--- config.mk ---
export PLATFORM = sky130hd
export DESIGN_NAME = debounced_click_counter
export DESIGN_NICKNAME = d
export VERILOG_FILES = /design/src/design/dcc_pkg.sv /design/src/design/debounced_click_counter.sv
export SDC_FILE = /design/constraint.sdc
export NUM_CORES = 1
export LEC_CHECK = 0
export CAP_MARGIN = 20
export CORE_MARGIN = 10
export CORE_UTILIZATION = 50
export DETAILED_ROUTE_END_ITERATION = 10
export DONT_BUFFER_PORTS = 1
export PLACE_DENSITY = 0.76
export SLEW_MARGIN = 25
export SYNTH_ARGS = -nofsm -noshare
export SYNTH_HDL_FRONTEND = slang
export SYNTH_SLANG_ARGS = --single-unit
--- constraint.sdc ---
create_clock -name clk -period 9.18 [get_ports clk]
set_input_delay 0.918 -clock clk [delete_from_list [all_inputs] [get_ports clk]]
set_output_delay 0.918 -clock clk [all_outputs]
set_load 0.03 [all_outputs]
--- src/design/dcc_pkg.sv ---
`default_nettype none
// ----------------------------------------------------------------------------
// dcc_pkg
// Shared types and constants for the debounced click counter.
// ----------------------------------------------------------------------------
package dcc_pkg;

  // Field and register widths
  localparam int unsigned ElapsedW = 16;
  localparam int unsigned ClicksW  = 8;
  localparam int unsigned DebW     = 8;
  localparam int unsigned WaitW    = 16;
  localparam int unsigned StepW    = 8;
  localparam int unsigned CfgAddrW = 2;
  localparam int unsigned CfgDataW = 16;

  // Register reset values
  localparam logic [DebW-1:0]  DebounceReset = 8'd15;
  localparam logic [WaitW-1:0] WaitReset     = 16'd300;
  localparam logic [StepW-1:0] StepReset     = 8'd5;

  // Register indexes on the configuration port
  localparam logic [CfgAddrW-1:0] RegDebounce = 2'd0;
  localparam logic [CfgAddrW-1:0] RegWait     = 2'd1;
  localparam logic [CfgAddrW-1:0] RegStep     = 2'd2;

  // Button mode machine
  typedef enum logic [2:0] {
    MODE_INIT     = 3'd0,
    MODE_HIGH     = 3'd1,
    MODE_LOW      = 3'd2,
    MODE_DEBOUNCE = 3'd3,
    MODE_WAIT     = 3'd4
  } mode_t;

endpackage : dcc_pkg
`default_nettype wire

--- src/design/debounced_click_counter.sv ---
`default_nettype none
// ----------------------------------------------------------------------------
// debounced_click_counter
// Button debouncer and multi-click burst detector, one pin sample per item.
// ----------------------------------------------------------------------------
// Usage:
//   Each input item carries one sampled pin level (in_tdata bit 0), normally
//   one per timer tick. Every accepted item yields exactly one result item:
//   out_tuser[0] is set when a click burst ended on that tick, and out_tdata
//   then holds the number of clicks in the burst (zero otherwise).
//   The configuration port writes debounce time (index 0), wait time
//   (index 1) and tick step (index 2); other indexes are ignored. Write only
//   while no item is in flight.
// Pipeline and throughput:
//   An item is registered at acceptance; its result is registered once the
//   result register is free, which a stalled receiver can delay. One item
//   per cycle is sustained while out_tready is high. Mode, elapsed time and
//   click count change in the single compute stage between the registers.
// Reset and stall:
//   rst_n (synchronous, active low) empties both stages, puts the machine in
//   its initial mode and restores the register defaults. When the receiver
//   holds out_tready low, the result register holds its item, the input
//   stage takes one more item only if it was empty, then in_tready drops.
// ----------------------------------------------------------------------------
module debounced_click_counter (
  input  wire logic                             clk,
  input  wire logic                             rst_n,
  // Input channel; in_tdata: [0] pin_level, [7:1] zero
  input  wire logic                             in_tvalid,
  output      logic                             in_tready,
  input  wire logic [7:0]                       in_tdata,
  // Result channel; out_tdata: [7:0] click_count; out_tuser: [0] report_valid
  output      logic                             out_tvalid,
  input  wire logic                             out_tready,
  output      logic [7:0]                       out_tdata,
  output      logic [0:0]                       out_tuser,
  // Configuration port
  input  wire logic                             cfg_wen,
  input  wire logic [dcc_pkg::CfgAddrW-1:0]     cfg_addr,
  input  wire logic [dcc_pkg::CfgDataW-1:0]     cfg_wdata
);
  import dcc_pkg::*;

  // Configuration registers
  logic [DebW-1:0]     debounce_time_r;
  logic [WaitW-1:0]    wait_time_r;
  logic [StepW-1:0]    tick_step_r;

  // Input stage
  logic                s1_valid_r;
  logic                pin_r;

  // Machine state
  mode_t               mode_r, mode_nxt;
  logic [ElapsedW-1:0] elapsed_r, elapsed_nxt;
  logic [ClicksW-1:0]  clicks_r, clicks_nxt;
  logic                in_burst_r, in_burst_nxt;

  // Result register
  logic                out_valid_r;
  logic                report_r, report_nxt;
  logic [ClicksW-1:0]  count_r, count_nxt;

  logic                s1_advance;
  logic [ElapsedW:0]   elapsed_sum;
  logic [ElapsedW-1:0] elapsed_sat;
  logic [ClicksW-1:0]  clicks_base;

  // Handshake: the compute stage moves when the result register is free
  assign s1_advance = !out_valid_r || out_tready;
  assign in_tready  = !s1_valid_r || s1_advance;

  // Configuration writes
  always_ff @(posedge clk) begin
    if (!rst_n) begin
      debounce_time_r <= DebounceReset;
      wait_time_r     <= WaitReset;
      tick_step_r     <= StepReset;
    end else if (cfg_wen) begin
      unique case (cfg_addr)
        RegDebounce: debounce_time_r <= cfg_wdata[DebW-1:0];
        RegWait:     wait_time_r     <= cfg_wdata[WaitW-1:0];
        RegStep:     tick_step_r     <= cfg_wdata[StepW-1:0];
        default: ;
      endcase
    end
  end

  // Input register
  always_ff @(posedge clk) begin
    if (!rst_n) begin
      s1_valid_r <= 1'b0;
    end else if (in_tready) begin
      s1_valid_r <= in_tvalid;
    end
  end

  always_ff @(posedge clk) begin
    if (in_tready && in_tvalid) begin
      pin_r <= in_tdata[0];
    end
  end

  // Saturating advance of the elapsed time
  assign elapsed_sum = {1'b0, elapsed_r} + {{(ElapsedW + 1 - StepW){1'b0}}, tick_step_r};
  assign elapsed_sat = elapsed_sum[ElapsedW] ? {ElapsedW{1'b1}} : elapsed_sum[ElapsedW-1:0];
  // A new burst restarts the click count
  assign clicks_base = in_burst_r ? clicks_r : '0;

  // Next state and result for the item in the input stage
  always_comb begin
    mode_nxt     = mode_r;
    elapsed_nxt  = elapsed_sat;
    clicks_nxt   = clicks_r;
    in_burst_nxt = in_burst_r;
    report_nxt   = 1'b0;
    count_nxt    = '0;
    unique case (mode_r)
      MODE_INIT: begin
        mode_nxt = pin_r ? MODE_HIGH : MODE_LOW;
      end
      MODE_HIGH: begin
        if (!pin_r) begin
          mode_nxt    = MODE_DEBOUNCE;
          elapsed_nxt = '0;
        end
      end
      MODE_LOW: begin
        if (pin_r) begin
          mode_nxt    = MODE_DEBOUNCE;
          elapsed_nxt = '0;
        end
      end
      MODE_DEBOUNCE: begin
        if (elapsed_sat >= {{(ElapsedW - DebW){1'b0}}, debounce_time_r}) begin
          if (!pin_r) begin
            in_burst_nxt = 1'b1;
            clicks_nxt   = clicks_base + 1'b1;
            elapsed_nxt  = '0;
            mode_nxt     = MODE_WAIT;
          end else begin
            mode_nxt = MODE_HIGH;
          end
        end
      end
      MODE_WAIT: begin
        if (elapsed_sat < wait_time_r) begin
          if (pin_r) begin
            elapsed_nxt = '0;
            mode_nxt    = MODE_DEBOUNCE;
          end
        end else begin
          report_nxt   = 1'b1;
          count_nxt    = clicks_r;
          mode_nxt     = MODE_LOW;
          in_burst_nxt = 1'b0;
        end
      end
      default: begin
        mode_nxt = MODE_INIT;
      end
    endcase
  end

  // State update, one item per cycle while the result register is free
  always_ff @(posedge clk) begin
    if (!rst_n) begin
      mode_r     <= MODE_INIT;
      elapsed_r  <= '0;
      clicks_r   <= '0;
      in_burst_r <= 1'b0;
    end else if (s1_valid_r && s1_advance) begin
      mode_r     <= mode_nxt;
      elapsed_r  <= elapsed_nxt;
      clicks_r   <= clicks_nxt;
      in_burst_r <= in_burst_nxt;
    end
  end

  // Result register
  always_ff @(posedge clk) begin
    if (!rst_n) begin
      out_valid_r <= 1'b0;
    end else if (s1_advance) begin
      out_valid_r <= s1_valid_r;
    end
  end

  always_ff @(posedge clk) begin
    if (s1_valid_r && s1_advance) begin
      report_r <= report_nxt;
      count_r  <= count_nxt;
    end
  end

  assign out_tvalid   = out_valid_r;
  assign out_tdata    = count_r;
  assign out_tuser[0] = report_r;

endmodule : debounced_click_counter
`default_nettype wire

==> results of run 1 <==
==> how the worst max path moves through the flow <==
stage	startpoint	to	depth (start not counted)
after floorplan	tick_step_r[0]	elapsed_r[0]	16
after global placement	tick_step_r[0]	elapsed_r[15]	14
after detailed placement	tick_step_r[0]	elapsed_r[15]	14
after CTS	tick_step_r[0]	elapsed_r[12]	14
after global routing	tick_step_r[0]	elapsed_r[12]	15
final	tick_step_r[0]	elapsed_r[12]	15
==> state kept, by name, summed over array words and instances, names as in the netlist <==
signal	flops
s1_valid_r	1
tick_step_r	8
clicks_r	8
pin_r	1
in_burst_r	1
elapsed_r	16
out_tdata	8
mode_r	3
wait_time_r	16
out_tvalid	1
out_tuser	1
debounce_time_r	8
==> synthesized netlist by cell type, types with 2 or more instances <==
library cell  instances
nand2_1              66
dfxtp_1              62
ha_1                 32
inv_1                31
a21oi_1              21
nor2_1               19
nor2b_1              17
a21boi_0             15
clkbuf_1             14
mux2i_1              14
and2_1               13
nand3_1              12
a21o_1               11
a22o_1               11
edfxtp_1             10
o21ai_0              10
nand4_1               8
o211ai_1              8
a22o_2                6
mux2_2                6
nand2b_1              5
nor3_1                5
and3_1                4
xnor2_1               4
a221oi_1              3
a31oi_1               3
buf_6                 3
o221ai_1              3
xor2_1                3
and4_1                2
buf_4                 2
clkbuf_8              2
nand3b_1              2
nor3b_1               2
nor4_4                2
o2111a_1              2
o211a_1               2
o2bb2ai_1             2
==> cells by family after synthesis <==
group / after synthesis / synth area share (%)
multiplexers: 21 / 5.24
AO/OA/AOI/OAI: 112 / 20.4
AND/OR/NAND/NOR: 165 / 20.7
flip-flops: 72 / 36.3
XOR/XNOR: 7 / 1.44
buffers and inverters: 54 / 6.12
adder cells (fa/ha/maj): 33 / 9.89
==> layout by cell type (no fill, tap or decap), types with 12 or more instances in the layout <==
cell type / n
mux2i_1: 14
nor2b_1: 17
nor2_1: 19
a21oi_1: 21
a21boi_0: 15
dfxtp_1: 62
nand2_1: 66
inv_1: 31
and2_1: 13
nand3_1: 12
ha_1: 32
==> routing by layer <==
metal | GRT usage [%] | share of wire, % | routed length [µm]
met2 | 24.0 | 47 | 4310
met1 | 17.4 | 43 | 3960
met3 | 5.43 | 7.9 | 725
met5 | 0 | 0 | 0
met4 | 4.82 | 1.5 | 137
==> worst max-delay path, stage by stage, from the launching register on <==
cell and delay (ns):
dfxtp_1 0.32, ha_1 0.22, fa_1 0.47, a211oi_2 0.32, o211ai_2 0.19, nand3b_4 0.22, nand2_1 0.14, ha_1 0.28
o21ai_0 0.17, a221oi_1 0.12, a2111oi_0 0.41, o2111ai_1 0.26, nor4_4 0.39, nor3_2 0.12, a311oi_4 0.73, a22o_2 0.28
==> through the flow <==
step	power (mW)	instance area (µm²)
after floorplan	0.403	4250
after global placement	0.412	4240
after detailed placement	0.414	4240
after CTS	0.657	4430
after global routing	0.681	4430
final	0.653	4430
==> power breakdown <==
group,leakage (nW),internal [mW],switching (mW)
combinational,1.26,0.0278,0.0400
sequential,0.597,0.329,0.0108
clock,0.0872,0.125,0.120
==> area by class of cell <==
| cell class | instances | area (µm²) | share of cell area (%) |
|---|---|---|---|
| clock buffer | 11 | 131 | 2.96 |
| clock inverter | 5 | 57.6 | 1.30 |
| inverter | 31 | 116 | 2.63 |
| multi-input combinational | 338 | 2450 | 55.4 |
| sequential | 72 | 1540 | 34.8 |
| tap | 105 | 131 | 2.96 |
==> results.md, run 1 <==
* Clock buffer depth at 2
* Largest net degree at the start of global routing at 54
* DR DRC count at 0
* Reg2reg start: tick_step_r[0]
* Drt first pass iters at 4
* Worst-path fanout max at 16
* PortBufs at 0
* Diode count at 0
* Max Cap Viol at 0
* Fin worst setup slack at 4.46 ns
* Number of global-route vias before repair at 3249
* Post-CTS Setup Bufs at 0
* Fin cells at 562
* Worst setup SP type: flip-flop
* Die area at 0.0126 mm²
* DP HPWL at 6680 µm
* CTS H-tree lvls at 3
* Fill cells at 767
* Syn_area_per_cell at 9.16 µm²
* Max-slew headroom at 33.3%
* Mapped Area at 0.00425 mm²
* Layout cells sized above 1 at 9.19%
* CTS tree: yes
* Gate Count Post-Synth at 464
* Final setup fails at 0
* Lkg Pwr at 1.94 nW
* Routed Wire Length at 9130 µm
* Row count at 33
* Max Clk Rate at 212 MHz
* Top area cells in the synthesized netlist: dfxtp_1 29%, ha_1 9.4%, edfxtp_1 7.1%
* Die W at 112 µm
* Max Slew Vio Count at 0
* Clock transition at the registers of the reported paths at 0.08 ns
* Synth area leader: dfxtp_1
* CTS Sinks at 72
* Flops & latches, synth at 72
* Post-synth ARST share at 0%
* Crit path DAT at 5.00 ns
* Hold crit path type: reg2reg
* Reg2reg end: elapsed_r[12]
* Cts bufs inserted at 9
* Starting Density at 51.5%
* Grt ovf at 0
* Iter 0 DRT Violations at 124
* Clock root buffer: clkbuf_8
* I/O Pins at 42
* Min Hold Slack at 0.464 ns
* Cell Pwr Density at 147 mW/mm²
* Final min period at 4.72 ns
* Final #Nets at 516
* Setup tns final at 0 ns
* Vias per cell at 5.70
* Die Height at 112 µm
* Outcome: complete, no violations
* HP Start: wait_time_r[10]
* Dpl cells at 546
* Insertion delay to the later sink of the worst-skew pair at 0.35 ns
* CP required at 9.46 ns
* Worst vdd ir at 117 µV
* Yosys warns at 0
* R2r worst-path depth at 15
* Setup WS pre-CTS at 4.52 ns
* WHS Path Cells at 2
* R2R setup slack at 4.46 ns
* GRT Util Overall at 14.7%
* CTS-repair resized insts at 0
* Worst Tran Pin Value at 0.996 ns
* First-pass GRT wire length at 15700 µm
* Distinct cell type count after synthesis at 65
* Vias at 3204
* Number of flops mapped to enable cells by yosys at 10
* Unrepaired setup endpoints after global routing: no
* Placer congestion estimate at 0.893
* Clock skew at 0.0114 ns
* Main flop type after synthesis: dfxtp_1
* Area grow syn2layout at 4.27%
* Post-synthesis sequential area ratio at 36.3%
* Final core occ at 53.7%
* Synthesized net count at 528
* Hold-fix buffers, CTS at 0
* CP Capture Type: flip-flop
* Critical path type: reg2reg
* Wire per inst at 16.2 µm
* Post-synth top area share at 29.2%
* Final Hold Viols at 0
* Fin crit share at 51.4%
* Antenna Nets Post-Route at 0
* Initial antenna violation count at 0
* WHS Endpoint: wait_time_r[10]
* Core area at 0.00826 mm²
Power figures use the tool's default switching activity.
==> run 2: changes to the inputs <==
- clock period: 9.18 -> 4.7 ns (I/O delays scaled with it)
==> run 2 against run 1 <==
  * Clock skew down 0.0030 ns
  * Via count rose by 1.7%
  * Cell count up 0.53%
  * Core utilization grew 0.76 points
==> results.md, run 2 (same netlist as run 1, synthesis figures left out) <==
* Outcome: complete, no violations
* Diode count at 0 (unchanged)
* Final #Nets at 519 (+0.58%)
* Die Height at 112 µm (unchanged)
* Lkg Pwr at 1.98 nW (+1.9%)
* Hold crit path type: in2reg
* Die W at 112 µm (unchanged)
* Fill cells at 749 (-2.3%)
* Iter 0 DRT Violations at 166 (+34%)
* CP required at 4.98 ns (-4.48 ns)
* I/O Pins at 42 (unchanged)
* Wire per inst at 16.5 µm (+1.5%)
* Max Slew Vio Count at 0 (unchanged)
* DR DRC count at 0 (unchanged)
* Initial antenna violation count at 0 (unchanged)
* Antenna Nets Post-Route at 0 (unchanged)
* Post-CTS Setup Bufs at 0 (unchanged)
* Row count at 33 (unchanged)
* Number of global-route vias before repair at 3242 (-0.22%)
* CTS Sinks at 72 (unchanged)
* Vias at 3257 (+1.7%)
* Hold-fix buffers, CTS at 0 (unchanged)
* Clock buffer depth at 2 (unchanged)
* Worst setup SP type: flip-flop
* Cts bufs inserted at 9 (unchanged)
* Clock transition at the registers of the reported paths at 0.08 ns (about the same)
* Core area at 0.00826 mm² (unchanged)
* Final core occ at 54.4% (+0.76 points)
* GRT Util Overall at 14.8% (+0.11 points)
* Insertion delay to the later sink of the worst-skew pair at 0.35 ns (about the same)
* Cell Pwr Density at 301 mW/mm² (+100%)
* Max Clk Rate at 231 MHz (+8.8%)
* Dpl cells at 549 (+0.55%)
* Setup tns final at 0 ns (unchanged)
* Area grow syn2layout at 5.74%
* Starting Density at 51.5% (unchanged)
* Clock skew at 0.00839 ns (-0.00302 ns)
* Routed Wire Length at 9310 µm (+2.0%)
* Die area at 0.0126 mm² (unchanged)
* Worst Tran Pin Value at 0.989 ns (-0.00725 ns)
* Crit path DAT at 4.62 ns (-0.38 ns)
* Grt ovf at 0 (unchanged)
* Clock root buffer: clkbuf_8
* Placer congestion estimate at 0.887 (-0.57%)
* Largest net degree at the start of global routing at 54 (unchanged)
* Commonest cells after routing, fill and taps aside: 66 x nand2_1, 62 x dfxtp_1, 32 x ha_1
* Critical path type: reg2reg
* First-pass GRT wire length at 15900 µm (+0.88%)
* DP HPWL at 6690 µm (+0.12%)
* Max-slew headroom at 33.8% (+0.49 points)
* Unrepaired setup endpoints after global routing: no
* Fin crit share at 92.3% (+41 points)
* Fin cells at 565 (+0.53%)
* CTS H-tree lvls at 3 (unchanged)
* Worst vdd ir at 218 µV (+87%)
* Final min period at 4.34 ns (-0.382 ns)
* Most common cell after layout, fill and taps aside: nand2_1
* Worst-path fanout max at 16 (unchanged)
* Final Hold Viols at 0 (unchanged)
* Top flop regs: elapsed_r (16), wait_time_r (16)
* Drt first pass iters at 4 (unchanged)
* Final setup fails at 0 (unchanged)
* Max Cap Viol at 0 (unchanged)
* CTS tree: yes
* Vias per cell at 5.76 (+1.1%)
* Layout cells sized above 1 at 10.4% (+1.2 points)
* CP Capture Type: flip-flop
* PortBufs at 0 (unchanged)
## run 2: worst paths after layout
path | from | to | slack, ns | cells after the start
hold / removal | rst_n | debounce_time_r[0] | 0.20 | 1
hold reg to reg | wait_time_r[4] | wait_time_r[4] | 0.46 | 2
setup reg to reg | tick_step_r[0] | elapsed_r[0] | 0.36 | 15
setup / recovery | tick_step_r[0] | elapsed_r[0] | 0.36 | 15
## run 2: critical path, stage by stage (launching register included)
cell and delay [ns]:
dfxtp_1 0.32, ha_1 0.22, fa_1 0.46, a211oi_2 0.34, o211ai_2 0.20, nand2_1 0.20, nand2_1 0.07, mux2_4 0.31
ha_1 0.30, nand4_1 0.17, or4_1 0.56, a31oi_1 0.27, nor3_2 0.15, a311oi_4 0.26, buf_4 0.27, a22o_1 0.17
## run 2: cell type report
cell class	instances	area (µm²)	area share, %
well taps	105	131	2.92
repair buffers	3	22.5	0.501
clock inverters	5	80.1	1.78
multi-input cells	338	2460	54.8
inverters	31	116	2.59
flip-flops and latches	72	1540	34.3
clock buffers	11	141	3.15
## run 2: metrics by stage
step / instance area, µm² / hold slack [ns] / setup slack, ns / power, mW
2_1_floorplan: 4250 / 0.443 / 0.874 / 0.788
3_3_place_gp: 4270 / 0.452 / 0.347 / 0.808
3_5_place_dp: 4270 / 0.456 / 0.278 / 0.813
4_1_cts: 4490 / 0.189 / 0.254 / 1.36
5_1_grt: 4490 / 0.189 / 0.0753 / 1.40
6_report: 4490 / 0.205 / 0.364 / 1.35
## run 2: what timing repair did
item | 4_1_cts | 5_1_grt
hold endpoints to repair | 0 | 0
resized for setup | 0 | 2
endpoints found under the setup margin | 0 | 9
## run 2: power by group
group	switching, mW	internal (mW)	total, mW	leakage [nW]
registers	0.0211	0.643	0.664	0.597
logic	0.0789	0.0576	0.136	1.27
clock network	0.238	0.313	0.551	0.107
total	0.338	1.01	1.35	1.98
## run 2: per-layer routing
layer	part of all wire [%]	vias to the layer above	global-route usage, %
li1	-	1630	-
met1	44	1544	17.4
met2	48	68	24.8
met3	6.7	15	4.74
met4	1.6	0	5.08
met5	0	-	0
